**src/rtl/core/assert_macros.svh**
```systemverilog
// ----------------------------------------------------------------------------
// Assertion macros
// Shared concurrent assertion wrappers; NO_ASSERTIONS compiles them out.
// ----------------------------------------------------------------------------
`ifndef ASSERT_MACROS_SVH
`define ASSERT_MACROS_SVH

`ifndef NO_ASSERTIONS

`define ASSERT_AT(lbl, clk, rst_n, prop) \
  lbl: assert property (@(posedge clk) disable iff (!(rst_n)) (prop)) \
    else $error("assertion failed");

`define ASSERT_NEXT(lbl, clk, rst_n, ante, cons) \
  lbl: assert property (@(posedge clk) disable iff (!(rst_n)) (ante) |=> (cons)) \
    else $error("assertion failed");

`else

`define ASSERT_AT(lbl, clk, rst_n, prop)

`define ASSERT_NEXT(lbl, clk, rst_n, ante, cons)

`endif

`endif

```
**src/rtl/core/slbw_pkg.sv**
```systemverilog
`timescale 1ns / 1ps
// ----------------------------------------------------------------------------
// slbw_pkg
// Types, constants and readout mapping of the scanline line buffer writer.
// ----------------------------------------------------------------------------
package slbw_pkg;

  localparam int unsigned LINE_CELLS_DEF = 160;
  localparam int unsigned NUM_LANES      = 4;
  localparam int unsigned WIDE_LANES     = 2;
  localparam int unsigned BANK_SEL_W     = 2;
  localparam int unsigned ADDR_W         = 8;
  localparam int unsigned CELL_W         = 5;
  localparam int unsigned PIX_W          = 2;
  localparam int unsigned PAL_W          = 3;
  localparam int unsigned BYTE_W         = 8;
  localparam int unsigned GADDR_W        = 16;
  localparam int unsigned CFG_IDX_W      = 1;
  localparam int unsigned CFG_DATA_W     = 2;

  localparam logic [CFG_IDX_W-1:0] CFG_KANGAROO  = 1'b0;
  localparam logic [CFG_IDX_W-1:0] CFG_READ_MODE = 1'b1;

  typedef logic [ADDR_W-1:0] addr_t;
  typedef logic [ADDR_W:0]   addr_ext_t;
  typedef logic [CELL_W-1:0] cell_t;

  typedef enum logic [1:0] {
    REQ_CLEAR  = 2'd0,
    REQ_HEADER = 2'd1,
    REQ_GFX    = 2'd2,
    REQ_READ   = 2'd3
  } req_e;

  typedef enum logic [1:0] {
    RM_160   = 2'd0,
    RM_NONE  = 2'd1,
    RM_320BD = 2'd2,
    RM_320AC = 2'd3
  } rmode_e;

  typedef enum logic {
    ST_IDLE = 1'b0,
    ST_MAP  = 1'b1
  } state_e;

  typedef struct packed {
    logic  en;
    addr_t addr;
    cell_t data;
  } lane_wr_t;

  typedef struct packed {
    cell_t left;
    cell_t right;
  } pix_pair_t;

  function automatic cell_t to_index(cell_t v);
    return (|v[PIX_W-1:0]) ? v : '0;
  endfunction

  function automatic pix_pair_t map_cell(rmode_e m, cell_t c);
    cell_t     l;
    cell_t     r;
    pix_pair_t p;
    unique case (m)
      RM_160: begin
        l = c;
        r = c;
      end
      RM_NONE: begin
        l = c;
        r = c;
      end
      RM_320BD: begin
        l = {c[4], 2'b00, c[1], c[3]};
        r = {c[4], 2'b00, c[0], c[2]};
      end
      RM_320AC: begin
        l = {c[4:1], 1'b0};
        r = {c[4:2], c[0], 1'b0};
      end
    endcase
    p.left  = to_index(l);
    p.right = to_index(r);
    return p;
  endfunction

endpackage

```
**src/rtl/core/slbw_lane.sv**
```systemverilog
`timescale 1ns / 1ps
// ----------------------------------------------------------------------------
// slbw_lane
// One pixel lane: cell address, cell value and write enable for its pixel.
// ----------------------------------------------------------------------------
module slbw_lane #(
  parameter int unsigned LINE_CELLS = slbw_pkg::LINE_CELLS_DEF,
  parameter int unsigned LANE       = 0
) (
  input  slbw_pkg::addr_t              cursor_i,
  input  logic [slbw_pkg::PAL_W-1:0]   pal_i,
  input  logic                         wide_i,
  input  logic                         kangaroo_i,
  input  logic                         gfx_i,
  input  logic [slbw_pkg::BYTE_W-1:0]  byte_i,
  output slbw_pkg::lane_wr_t           wr_o
);
  import slbw_pkg::*;

  localparam int unsigned SH = PIX_W * (NUM_LANES - 1 - LANE);

  addr_t                   addr;
  logic [PIX_W-1:0]        npix;
  logic [2*PIX_W-1:0]      wpix;
  logic                    used;
  logic                    in_line;
  logic                    nz;
  cell_t                   val;

  always_comb begin
    addr = cursor_i + addr_t'(LANE);
    npix = byte_i[SH +: PIX_W];
    if (LANE == 0) begin
      wpix = {byte_i[3:2], byte_i[7:6]};
    end else begin
      wpix = {byte_i[1:0], byte_i[5:4]};
    end
    used    = !wide_i || (LANE < WIDE_LANES);
    in_line = addr_ext_t'(addr) < addr_ext_t'(LINE_CELLS);
    if (wide_i) begin
      nz  = |wpix;
      val = {pal_i[PAL_W-1], wpix};
    end else begin
      nz  = |npix;
      val = {pal_i, npix};
    end
    wr_o.en   = gfx_i && used && in_line && (nz || kangaroo_i);
    wr_o.addr = addr;
    wr_o.data = nz ? val : '0;
  end

endmodule

```
**src/rtl/core/slbw_bank.sv**
```systemverilog
`timescale 1ns / 1ps
// ----------------------------------------------------------------------------
// slbw_bank
// One line buffer bank: one write and one registered read per cycle, with a
// valid bit per row so a clear takes effect at once.
// ----------------------------------------------------------------------------
module slbw_bank #(
  parameter int unsigned ROWS  = 40,
  parameter int unsigned ROW_W = 6
) (
  input  logic                  clk_i,
  input  logic                  rst_ni,
  input  logic                  clr_i,
  input  logic                  wr_en_i,
  input  logic [ROW_W-1:0]      wr_row_i,
  input  slbw_pkg::cell_t       wr_data_i,
  input  logic                  rd_en_i,
  input  logic [ROW_W-1:0]      rd_row_i,
  output slbw_pkg::cell_t       rd_data_o,
  output logic                  rd_valid_o
);
  import slbw_pkg::*;

  cell_t             mem_q [ROWS];
  logic [ROWS-1:0]   valid_q;
  cell_t             rd_data_q;
  logic              rd_valid_q;

  always_ff @(posedge clk_i) begin
    if (wr_en_i) begin
      mem_q[wr_row_i] <= wr_data_i;
    end
    if (rd_en_i) begin
      rd_data_q <= mem_q[rd_row_i];
    end
  end

  always_ff @(posedge clk_i or negedge rst_ni) begin
    if (!rst_ni) begin
      valid_q    <= '0;
      rd_valid_q <= 1'b0;
    end else begin
      if (clr_i) begin
        valid_q <= '0;
      end else if (wr_en_i) begin
        valid_q[wr_row_i] <= 1'b1;
      end
      if (rd_en_i) begin
        rd_valid_q <= valid_q[rd_row_i];
      end
    end
  end

  assign rd_data_o  = rd_data_q;
  assign rd_valid_o = rd_valid_q;

endmodule

```
**src/rtl/core/scanline_line_buffer_writer.sv**
```systemverilog
`timescale 1ns / 1ps
// ----------------------------------------------------------------------------
// scanline_line_buffer_writer
// Line buffer of 5-bit cells filled from graphic bytes by four pixel lanes
// into four interleaved banks, read out one cell at a time as a pair of
// palette register offsets.
// ----------------------------------------------------------------------------
//  channel  direction  handshake                payload
//  cfg      in         cfg_valid_i/cfg_ready_o  cfg_index_i, cfg_data_i
//  in       in         in_valid_i/in_stall_o    req_type_i .. cell_index_i
//  out      out        out_valid_o/out_stall_i  left/right_color_index_o
//
//  Clear, header and graphic words complete in the cycle they are accepted;
//  the four lanes write up to four cells in that cycle, one per bank.
//  A readout word passes through a registered bank read, then mapping into
//  the output register; it waits further while the output register stays full.
//  In read mode none a readout word completes in the cycle it is accepted and gives no output word.
//  Reset and clear drop the per-row valid bits, so every cell reads zero at
//  once with no sweep.
// ----------------------------------------------------------------------------
`include "assert_macros.svh"

module scanline_line_buffer_writer #(
  parameter int unsigned LINE_CELLS = slbw_pkg::LINE_CELLS_DEF
) (
  input  logic                           clk_i,
  input  logic                           rst_ni,
  input  logic                           cfg_valid_i,
  output logic                           cfg_ready_o,
  input  logic [slbw_pkg::CFG_IDX_W-1:0] cfg_index_i,
  input  logic [slbw_pkg::CFG_DATA_W-1:0] cfg_data_i,
  input  logic                           in_valid_i,
  output logic                           in_stall_o,
  input  logic [1:0]                     req_type_i,
  input  logic [7:0]                     hpos_i,
  input  logic [2:0]                     palette_i,
  input  logic                           write_mode_i,
  input  logic [7:0]                     gfx_byte_i,
  input  logic [15:0]                    gfx_addr_i,
  input  logic                           holey_8_i,
  input  logic                           holey_16_i,
  input  logic [7:0]                     cell_index_i,
  output logic                           out_valid_o,
  input  logic                           out_stall_i,
  output logic [4:0]                     left_color_index_o,
  output logic [4:0]                     right_color_index_o
);
  import slbw_pkg::*;

  localparam int unsigned BANK_ROWS = (LINE_CELLS + NUM_LANES - 1) / NUM_LANES;
  localparam int unsigned ROW_W     = (BANK_ROWS > 1) ? $clog2(BANK_ROWS) : 1;

  state_e                 state_q, state_d;
  logic                   kangaroo_q;
  rmode_e                 read_mode_q;
  addr_t                  cursor_q, cursor_d;
  logic [PAL_W-1:0]       pal_q;
  logic                   wide_q;
  logic                   out_valid_q;
  cell_t                  left_q, right_q;
  logic [BANK_SEL_W-1:0]  rd_bank_q;
  logic                   in_range_q;

  req_e                   req;
  logic                   in_acc;
  logic                   is_clr, is_hdr, is_gfx, is_rd;
  logic                   holey;
  logic [BYTE_W-1:0]      byte_eff;
  logic                   rd_in_range;
  logic                   rd_req;
  logic                   out_load;
  lane_wr_t               lane_wr [NUM_LANES];
  cell_t                  bank_data [NUM_LANES];
  logic [NUM_LANES-1:0]   bank_vld;
  logic [NUM_LANES-1:0]   bank_rd;
  cell_t                  rd_cell;
  pix_pair_t              pair;

  assign cfg_ready_o = 1'b1;
  assign in_stall_o  = (state_q != ST_IDLE);
  assign in_acc      = in_valid_i && !in_stall_o;
  assign req         = req_e'(req_type_i);
  assign is_clr      = in_acc && (req == REQ_CLEAR);
  assign is_hdr      = in_acc && (req == REQ_HEADER);
  assign is_gfx      = in_acc && (req == REQ_GFX);
  assign is_rd       = in_acc && (req == REQ_READ);

  assign holey    = gfx_addr_i[15] &&
                    ((holey_16_i && gfx_addr_i[12]) || (holey_8_i && gfx_addr_i[11]));
  assign byte_eff = holey ? '0 : gfx_byte_i;

  assign rd_in_range = addr_ext_t'(cell_index_i) < addr_ext_t'(LINE_CELLS);
  assign rd_req      = is_rd && rd_in_range;

  // config
  always_ff @(posedge clk_i or negedge rst_ni) begin
    if (!rst_ni) begin
      kangaroo_q  <= 1'b0;
      read_mode_q <= RM_160;
    end else if (cfg_valid_i && cfg_ready_o) begin
      unique case (cfg_index_i)
        CFG_KANGAROO:  kangaroo_q  <= cfg_data_i[0];
        CFG_READ_MODE: read_mode_q <= rmode_e'(cfg_data_i);
        default: ;
      endcase
    end
  end

  // object state
  always_comb begin
    cursor_d = cursor_q;
    if (is_hdr) begin
      cursor_d = hpos_i;
    end else if (is_gfx) begin
      cursor_d = cursor_q + (wide_q ? addr_t'(WIDE_LANES) : addr_t'(NUM_LANES));
    end
  end

  always_ff @(posedge clk_i or negedge rst_ni) begin
    if (!rst_ni) begin
      cursor_q <= '0;
      pal_q    <= '0;
      wide_q   <= 1'b0;
    end else begin
      cursor_q <= cursor_d;
      if (is_hdr) begin
        pal_q  <= palette_i;
        wide_q <= write_mode_i;
      end
    end
  end

  // pixel lanes
  for (genvar k = 0; k < NUM_LANES; k++) begin : g_lane
    slbw_lane #(
      .LINE_CELLS (LINE_CELLS),
      .LANE       (k)
    ) u_lane (
      .cursor_i   (cursor_q),
      .pal_i      (pal_q),
      .wide_i     (wide_q),
      .kangaroo_i (kangaroo_q),
      .gfx_i      (is_gfx),
      .byte_i     (byte_eff),
      .wr_o       (lane_wr[k])
    );
  end

  // lane to bank routing and banks
  for (genvar b = 0; b < NUM_LANES; b++) begin : g_bank
    logic [BANK_SEL_W-1:0] sel;
    lane_wr_t              wr;

    assign sel        = BANK_SEL_W'(b) - cursor_q[BANK_SEL_W-1:0];
    assign wr         = lane_wr[sel];
    assign bank_rd[b] = rd_req && (cell_index_i[BANK_SEL_W-1:0] == BANK_SEL_W'(b));

    slbw_bank #(
      .ROWS  (BANK_ROWS),
      .ROW_W (ROW_W)
    ) u_bank (
      .clk_i      (clk_i),
      .rst_ni     (rst_ni),
      .clr_i      (is_clr),
      .wr_en_i    (wr.en),
      .wr_row_i   (wr.addr[BANK_SEL_W +: ROW_W]),
      .wr_data_i  (wr.data),
      .rd_en_i    (bank_rd[b]),
      .rd_row_i   (cell_index_i[BANK_SEL_W +: ROW_W]),
      .rd_data_o  (bank_data[b]),
      .rd_valid_o (bank_vld[b])
    );
  end

  always_ff @(posedge clk_i) begin
    if (is_rd) begin
      rd_bank_q  <= cell_index_i[BANK_SEL_W-1:0];
      in_range_q <= rd_in_range;
    end
  end

  assign rd_cell = (in_range_q && bank_vld[rd_bank_q]) ? bank_data[rd_bank_q] : '0;
  assign pair    = map_cell(read_mode_q, rd_cell);

  // control
  always_ff @(posedge clk_i or negedge rst_ni) begin
    if (!rst_ni) begin
      state_q <= ST_IDLE;
    end else begin
      state_q <= state_d;
    end
  end

  always_comb begin
    state_d  = state_q;
    out_load = 1'b0;
    unique case (state_q)
      ST_IDLE: begin
        if (is_rd && (read_mode_q != RM_NONE)) begin
          state_d = ST_MAP;
        end
      end
      ST_MAP: begin
        if (!out_valid_q || !out_stall_i) begin
          out_load = 1'b1;
          state_d  = ST_IDLE;
        end
      end
      default: state_d = ST_IDLE;
    endcase
  end

  // output word register
  always_ff @(posedge clk_i or negedge rst_ni) begin
    if (!rst_ni) begin
      out_valid_q <= 1'b0;
    end else if (out_load) begin
      out_valid_q <= 1'b1;
    end else if (!out_stall_i) begin
      out_valid_q <= 1'b0;
    end
  end

  always_ff @(posedge clk_i) begin
    if (out_load) begin
      left_q  <= pair.left;
      right_q <= pair.right;
    end
  end

  assign out_valid_o         = out_valid_q;
  assign left_color_index_o  = left_q;
  assign right_color_index_o = right_q;

  `ASSERT_NEXT(a_read_to_map, clk_i, rst_ni, is_rd && (read_mode_q != RM_NONE), state_q == ST_MAP)
  `ASSERT_NEXT(a_narrow_adv, clk_i, rst_ni, is_gfx && !wide_q, cursor_q == addr_t'($past(cursor_q) + addr_t'(NUM_LANES)))
  `ASSERT_NEXT(a_map_load, clk_i, rst_ni, out_load, out_valid_o && (state_q == ST_IDLE))
  `ASSERT_AT(a_one_bank_rd, clk_i, rst_ni, $onehot0(bank_rd))

endmodule
```
**config.mk**
```make
export PLATFORM = sky130hd
export DESIGN_NAME = scanline_line_buffer_writer
export DESIGN_NICKNAME = d
export VERILOG_FILES = /design/src/rtl/core/slbw_pkg.sv /design/src/rtl/core/slbw_lane.sv /design/src/rtl/core/slbw_bank.sv /design/src/rtl/core/scanline_line_buffer_writer.sv
export VERILOG_INCLUDE_DIRS = /design/src /design/src/rtl/core
export SDC_FILE = /design/constraint.sdc
export NUM_CORES = 1
export LEC_CHECK = 0
export BUFFER_PORTS_ARGS = -buffer_cell sky130_fd_sc_hd__buf_4
export CAP_MARGIN = 10
export CORE_ASPECT_RATIO = 0.75
export CORE_MARGIN = 3
export CORE_UTILIZATION = 50
export DETAILED_ROUTE_END_ITERATION = 6
export GPL_TIMING_DRIVEN = 0
export PLACE_DENSITY = 0.76
export SYNTH_ARGS = -nofsm -noshare
export SYNTH_HDL_FRONTEND = slang
export SYNTH_SLANG_ARGS = --single-unit
```
**constraint.sdc**
```tcl
create_clock -name clk_i -period 5.4 [get_ports clk_i]
set_clock_uncertainty 0.15 [all_clocks]
set_input_delay 0.81 -clock clk_i [delete_from_list [all_inputs] [get_ports clk_i]]
set_output_delay 0.81 -clock clk_i [all_outputs]
set_load 0.02 [all_outputs]
```
; ---- After elaboration in Yosys (flattened, before gate mapping)
; Memories as Yosys holds them, arrays and structs flattened. A register that Yosys moved wholly into a read port is not among the register bits.
; Cells that the tools add are included.
[classes]
addsub = 8
order_cmp = 20
eq_ne = 11
n_mux = 75
bitwise_logic = 11
reduce_logical = 57
[op_table]
columns = operator, n
row1 = $mux 40, 8
row2 = $or 40x40->40, 4
row3 = $bmux 14 s2, 4
row4 = $mux 14, 8
row5 = $lt 8x8->1 const B, 5
row6 = $lt 6x7->1 const B, 5
row7 = $mux 5, 7
row8 = $pmux 5 s3, 2
row9 = $logic_and 1x1->1, 28
row10 = $mux 1, 27
row11 = $bmux 1 s6, 4
row12 = $demux 1 s6, 4
row13 = $ge 6x1->1 const B, 4
row14 = $mux 8, 3
row15 = $add 8x2->8 const B, 2
row16 = $mux 4, 4
row17 = $ge 3x3->1 const B, 5
row18 = $not 2->3, 5
row19 = $reduce_or 2->1, 7
row20 = $eq 2x2->1 const B, 6
row21 = $bmux 5 s2, 1
row22 = $reduce_bool 2->1, 5
row23 = $add 8x1->8 const B, 1
row24 = $add 8x3->8, 1
row25 = other kinds (14), 32
[totals]
reg_bits = 194
ramBits = 800
output_inout_bits = 13
word_cells = 205
mem_count = 4
[memory_table]
columns = memory, depth, word_bits, rd, rd_clocked_by_memory_dff, wr, line
row1 = g_bank[0].u_bank.mem_q, 40, 5, 1, 1, 1, slbw_bank.sv:24  ; cell_t mem_q [ROWS];
row2 = g_bank[1].u_bank.mem_q, 40, 5, 1, 1, 1, slbw_bank.sv:24
row3 = g_bank[2].u_bank.mem_q, 40, 5, 1, 1, 1, slbw_bank.sv:24
row4 = g_bank[3].u_bank.mem_q, 40, 5, 1, 1, 1, slbw_bank.sv:24

; ---- Longest topological paths before layout
[depth]
word_depth = 18
mapped_depth = 14

; ---- Cells and area by module
; From an unflattened synthesis, not the netlist that was laid out.
[hier_totals]
cells_unflattened = 2616
area_unflattened_um2 = 43137.6
[modules_own_cells]
columns = mod, instances, cells_each, area_each_um2
row1 = slbw_bank (g_bank[1].u_bank ...), 2, 576, 9859.5
row2 = slbw_bank (g_bank[0].u_bank), 1, 591, 9913.3
row3 = slbw_bank (g_bank[3].u_bank), 1, 545, 9796.9
row4 = scanline_line_buffer_writer, 1, 206, 2836.5
row5 = slbw_lane (g_lane[2].u_lane), 1, 32, 267.8
row6 = slbw_lane (g_lane[3].u_lane), 1, 34, 250.2
row7 = slbw_lane (g_lane[1].u_lane), 1, 35, 222.7
row8 = slbw_lane (g_lane[0].u_lane), 1, 21, 131.4

; ---- Worst setup path after synthesis
; OpenSTA, ideal clock, no wires.
[synth_timing]
path_type = reg-to-reg
from = register cursor_q[1]
to = memory g_bank[2].u_bank.mem_q[0][0] in the netlist's numbering (data pin)
setup_time_ns = 0.516
t_arrival_ns = 3.947
t_required_ns = 4.734
path_slack_ns = 0.787
stages_incl_launch_ff = 10
n_path_buf = 6
path_cell_list = dfrtp_1 clkbuf_1 inv_1 clkbuf_1 buf_1 ha_1 buf_2 buf_2 buf_1 o21ai_0
[synth_via]
elab_chain_cells = 5
[synth_rtl]
columns = item, line
row1 = from (decl), scanline_line_buffer_writer.sv:56  ; addr_t cursor_q, cursor_d;
row2 = from (signal assigned), scanline_line_buffer_writer.sv:125  ; cursor_q <= cursor_d;
row3 = $sub 2x2->2, scanline_line_buffer_writer.sv:154  ; assign sel = BANK_SEL_W'(b) - cursor_q[BANK_SEL_W-1:0];
row4 = $not 2->3 (not written as such), scanline_line_buffer_writer.sv:155  ; assign wr = lane_wr[sel];
row5 = $bmux 14 s2, scanline_line_buffer_writer.sv:155
row6 = $mux 14 (not written as such) (2 in a row), scanline_line_buffer_writer.sv:155
row7 = named net g_bank[2].u_bank.wr_data_i[0], slbw_bank.sv:16  ; input slbw_pkg::cell_t wr_data_i,
row8 = to (decl), slbw_bank.sv:24
; The timed path passes the listed nets, and every way through them passes these cells. The select of a mux whose other input is x is not followed.

; ---- Worst setup path after layout
[layout_timing]
from = register cursor_q[1]
to = memory g_bank[0].u_bank.mem_q[10][2] in the netlist's numbering (enable)
[layout_via]
elab_chain_cells = 9
elab_cells_between_ends = 22
[layout_rtl]
columns = item, line
row1 = $add 8x2->8 or $add 8x1->8 (tied branches), slbw_lane.sv:31  ; addr = cursor_i + addr_t'(LANE);
row2 = $lt 8x8->1, slbw_lane.sv:39  ; in_line = addr_ext_t'(addr) < addr_ext_t'(LINE_CELLS);
row3 = $logic_and 1x1->1 (2 in a row), slbw_lane.sv:47  ; wr_o.en = gfx_i && used && in_line && (nz || kangaroo_i);
row4 = $bmux 14 s2 *, scanline_line_buffer_writer.sv:155
row5 = $mux 14 (not written as such) * (2 in a row), scanline_line_buffer_writer.sv:155
row6 = $mux 1, slbw_bank.sv:30  ; if (wr_en_i) begin
row7 = $mux 1 (not written as such), slbw_bank.sv:31  ; mem_q[wr_row_i] <= wr_data_i;
row8 = to (decl), slbw_bank.sv:24
; Mark *: on every way between the ends. The rest lies on a longest branch, timed or not. The select of a mux whose other input is x is not followed.

==> impl_metrics.py <==
metrics = {
    "run_status": {
        "status": "finished with violations",
        "violations": "DRC",
    },
    "timing": {
        "finalSetupTns_ns": 0,
        "maxClockFrequency_mhz": 186,
        "setup_ws_ns": 0.0179,
        "worst_pin_slew_ns": 1.37,
        "slew_headroom": 0.0848,
        "finalWorstPathRequiredPeriod_ns": 5.38,
        "finalMaxSlewViolations": 0,
        "final.period_utilization": 0.997,
        "finalSetupViolations": 0,
        "rsz0062_at_grt": "true",
        "finalHoldViolations": 0,
    },
    "die": {
        "io_pins": 69,
        "die_w_um": 347,
        "fp-row-count": 93,
        "fp.dieArea_mm2": 0.0908,
        "die_y_um": 262,
        "core_mm2": 0.0861,
        "initial_core_util": 0.506,
    },
    "route": {
        "wire_per_inst_um": 33.5,
        "drtAntennaViolNets": 0,
        "drt_iter0_drc": 4794,
        "vias": 28200,
        "drt_wl_total_um": 137000,
        "viasPerCell": 6.89,
        "drc_errors": 1,
        "firstDrtPassIters": 7,
    },
    "global_route": {
        "grt_max_degree": 122,
        "grt_pass1_wl_um": 196000,
        "grt_overflow": 0,
        "antenna_found_initial": 4,
        "grtUsageTotal": 0.302,
        "first_global_vias": 26800,
    },
    "place": {
        "dpl.cell_count": 3894,
        "place.gp.congestion": 1.00,
        "dp_slack_ns": -1.30,
        "detailed_place_hpwl_um": 98100,
        "place_area_mm2": 0.0461,
        "port_buffers": 51,
    },
    "power_and_ir_drop": {
        "power_frac_comb": 0.266,
        "p_leak_nw": 16.9,
        "p_int_w": 0.0150,
        "switchingPower_w": 0.00767,
        "clkPwrFrac": 0.294,
        "vdd_ir_drop_max_v": 0.000293,
        "pwr-share-seq": 0.440,
        "swShare": 0.338,
        "p_per_area_mw_per_mm2": 449,
    },
    "clock_tree": {
        "clkLatencyLatePin_ns": 0.69,
        "path_clk_slew_ns": 0.07,
        "clk_path_buf_depth": 3,
        "cts_tree": "yes",
        "cts_root_buffer": "clkbuf_16",
        "cts-buffers-inserted": 92,
        "clock_sinks": 1014,
        "htree_levels": 3,
    },
    "cells_and_area": {
        "area_growth_syn_to_layout_pct": 16.0,
        "instances_no_fill": 4097,
        "drive_gt1_frac": 0.257,
        "final_cell_mix": "edfxtp_1, mux4_2, nand2_1, dfrtp_1, clkbuf_1",
        "nets": 2942,
        "diodes": 0,
        "final_common_cell": "edfxtp_1",
        "design_area_mm2": 0.0506,
    },
    "worst_setup_path": {
        "end_kind": "flop",
        "critical_path.reg2reg.endpoint": "g_bank[0].u_bank.mem_q[10][2]$_DFFE_PP_",
        "critPathKind": "flop to flop",
        "cp_data_required_time_ns": 5.56,
        "crit_slowest_cell": "dfrtp_1",
        "path_max_fanout": 11,
        "cp_slowest_stage_delay_ns": 0.57,
        "worstPathArrival_ns": 5.54,
        "start_kind": "flop",
        "r2r_setup_slack_ns": 0.02,
        "reg2reg_depth": 13,
        "r2r-start": "cursor_q[1]$_DFFE_PN0P_",
        "cp_cell_sequence": "clkbuf_2 -> inv_1 -> clkbuf_2 -> buf_4 -> ha_1 -> buf_2 -> inv_1 -> clkdlybuf4s18_2 -> a211oi_1 -> a211oi_2 -> nor2_2 -> nand3_2 -> nor3_4",
    },
    "job": {
        "drv_cap": 0,
    },
    "yosys": {
        "yosys_register_bits": 1014,
        "synth_edf_count": 833,
        "syn_inst": 2678,
        "async_reset_ff_frac": 0.179,
        "yosysWarningCount": 0,
        "dominantRegCellSynth": "edfxtp_1",
        "syn-cell-area_mm2": 0.0436,
        "synth_fp_nets": 2741,
        "synth_cell_types": 80,
        "synth_seq_area_share": 0.678,
        "syn_avg_cell_area_um2": 16.3,
    },
    "worst_hold_path": {
        "whs_endpoint": "cursor_q[0]$_DFFE_PN0P_",
        "whs_path_depth": 3,
        "worstHoldStart": "hpos_i[0]",
        "hp-class": "input port to flop",
    },
}
==> state kept, by name (all words and copies together), names as in the netlist, 2 cells and up <==
name                      cells
g_bank.u_bank.mem_q         800
g_bank.u_bank.valid_q       160
g_bank.u_bank.rd_data_o      20
cursor_q                      8
left_color_index_o            5
right_color_index_o           5
g_bank.u_bank.rd_valid_o      4
pal_q                         3
rd_bank_q                     2
read_mode_q                   2
==> routing by layer <==
layer / wire (um) / track usage
met1: 52700 / 0.442
met2: 59100 / 0.439
met4: 4600 / 0.0811
met5: 98 / 0
met3: 20700 / 0.0992
==> through the flow <==
stage | hold WS (ns) | util | total power [W]
after global placement | 0.303 | 0.527 | 0.0148
final | 0.190 | 0.587 | 0.0227
after global routing | 0.186 | 0.587 | 0.0233
after CTS | 0.160 | 0.581 | 0.0222
after floorplan | 0.288 | - | 0.0129
after detailed placement | 0.311 | 0.536 | 0.0153
==> logic make-up (layout without fill, tap and decap cells) <==
family          count (synthesis)  in the layout  share of synthesized area
flops                        1014           1014                      0.678
simple gates                  675            675                     0.0746
compound gates                402            402                     0.0609
mux                           361            361                      0.162
buf+inv                       201            480                     0.0192
xor+xnor                       17             17                    0.00342
fa+ha+maj                       7              7                    0.00218
other cells                     1              1                  0.0000860
==> repair_timing <==
action,in CTS,in global routing
pin swaps,3,11
endpoints found under the hold margin,60,0
buffers inserted,4,13
resized for setup,151,59
setup endpoints to repair,874,592
hold buffers,1,0
==> worst max-delay path by stage <==
stage / to / slack [ns] / startpoint
after global placement: g_bank[2].u_bank.mem_q[34][0]$_DFFE_PP_ / -2.63 / cursor_q[1]$_DFFE_PN0P_
final: g_bank[0].u_bank.mem_q[10][2]$_DFFE_PP_ / 0.02 / cursor_q[1]$_DFFE_PN0P_
after CTS: g_bank[1].u_bank.mem_q[4][3]$_DFFE_PP_ / -0.01 / cursor_q[1]$_DFFE_PN0P_
after detailed placement: g_bank[0].u_bank.mem_q[6][2]$_DFFE_PP_ / -1.30 / cursor_q[1]$_DFFE_PN0P_
after global routing: g_bank[0].u_bank.mem_q[10][2]$_DFFE_PP_ / -0.12 / cursor_q[1]$_DFFE_PN0P_
after floorplan: g_bank[2].u_bank.mem_q[0][0]$_DFFE_PP_ / 0.79 / cursor_q[1]$_DFFE_PN0P_
==> Yosys cell counts (all sizes together), types with 35 or more instances <==
library cell / number / area [um2]
nor2: 70 / 263
mux4: 272 / 6130
dfrtp: 181 / 4530
buf: 69 / 343
o31ai: 86 / 661
nand3: 73 / 365
o21ai: 132 / 661
mux2: 35 / 394
nor3: 143 / 731
edfxtp: 833 / 25000
mux2i: 54 / 541
nand2: 241 / 905
a21oi: 44 / 220
clkbuf: 121 / 454
==> area by class of cell <==
class                   count  area (um2)
inverters                  11        41.3
clock inverters            63         658
multi-input cells        1463       14400
well taps                1140        1430
plain buffers             190         827
clock buffers             109        2410
fillers                  6229       35500
flip-flops and latches   1014       29500
repair buffers            107        1260
==> critical path, delay by kind of cell, from the launching register on <==
kind	cells	cell delay (ns)
compound gates	2	0.60
fa+ha+maj	1	0.44
buf+inv	7	1.91
flops	1	0.57
simple gates	3	1.31
==> power by group through the flow <==
stage          Clock, W  Combinational [W]  Sequential (W)
5_1_grt         0.00700            0.00629          0.0100
4_1_cts         0.00669            0.00557         0.00997
2_1_floorplan         0            0.00288          0.0101
6_report        0.00668            0.00605         0.00998
3_3_place_gp          0            0.00463          0.0102
3_5_place_dp          0            0.00518          0.0101
Power figures use the tool's default switching activity.
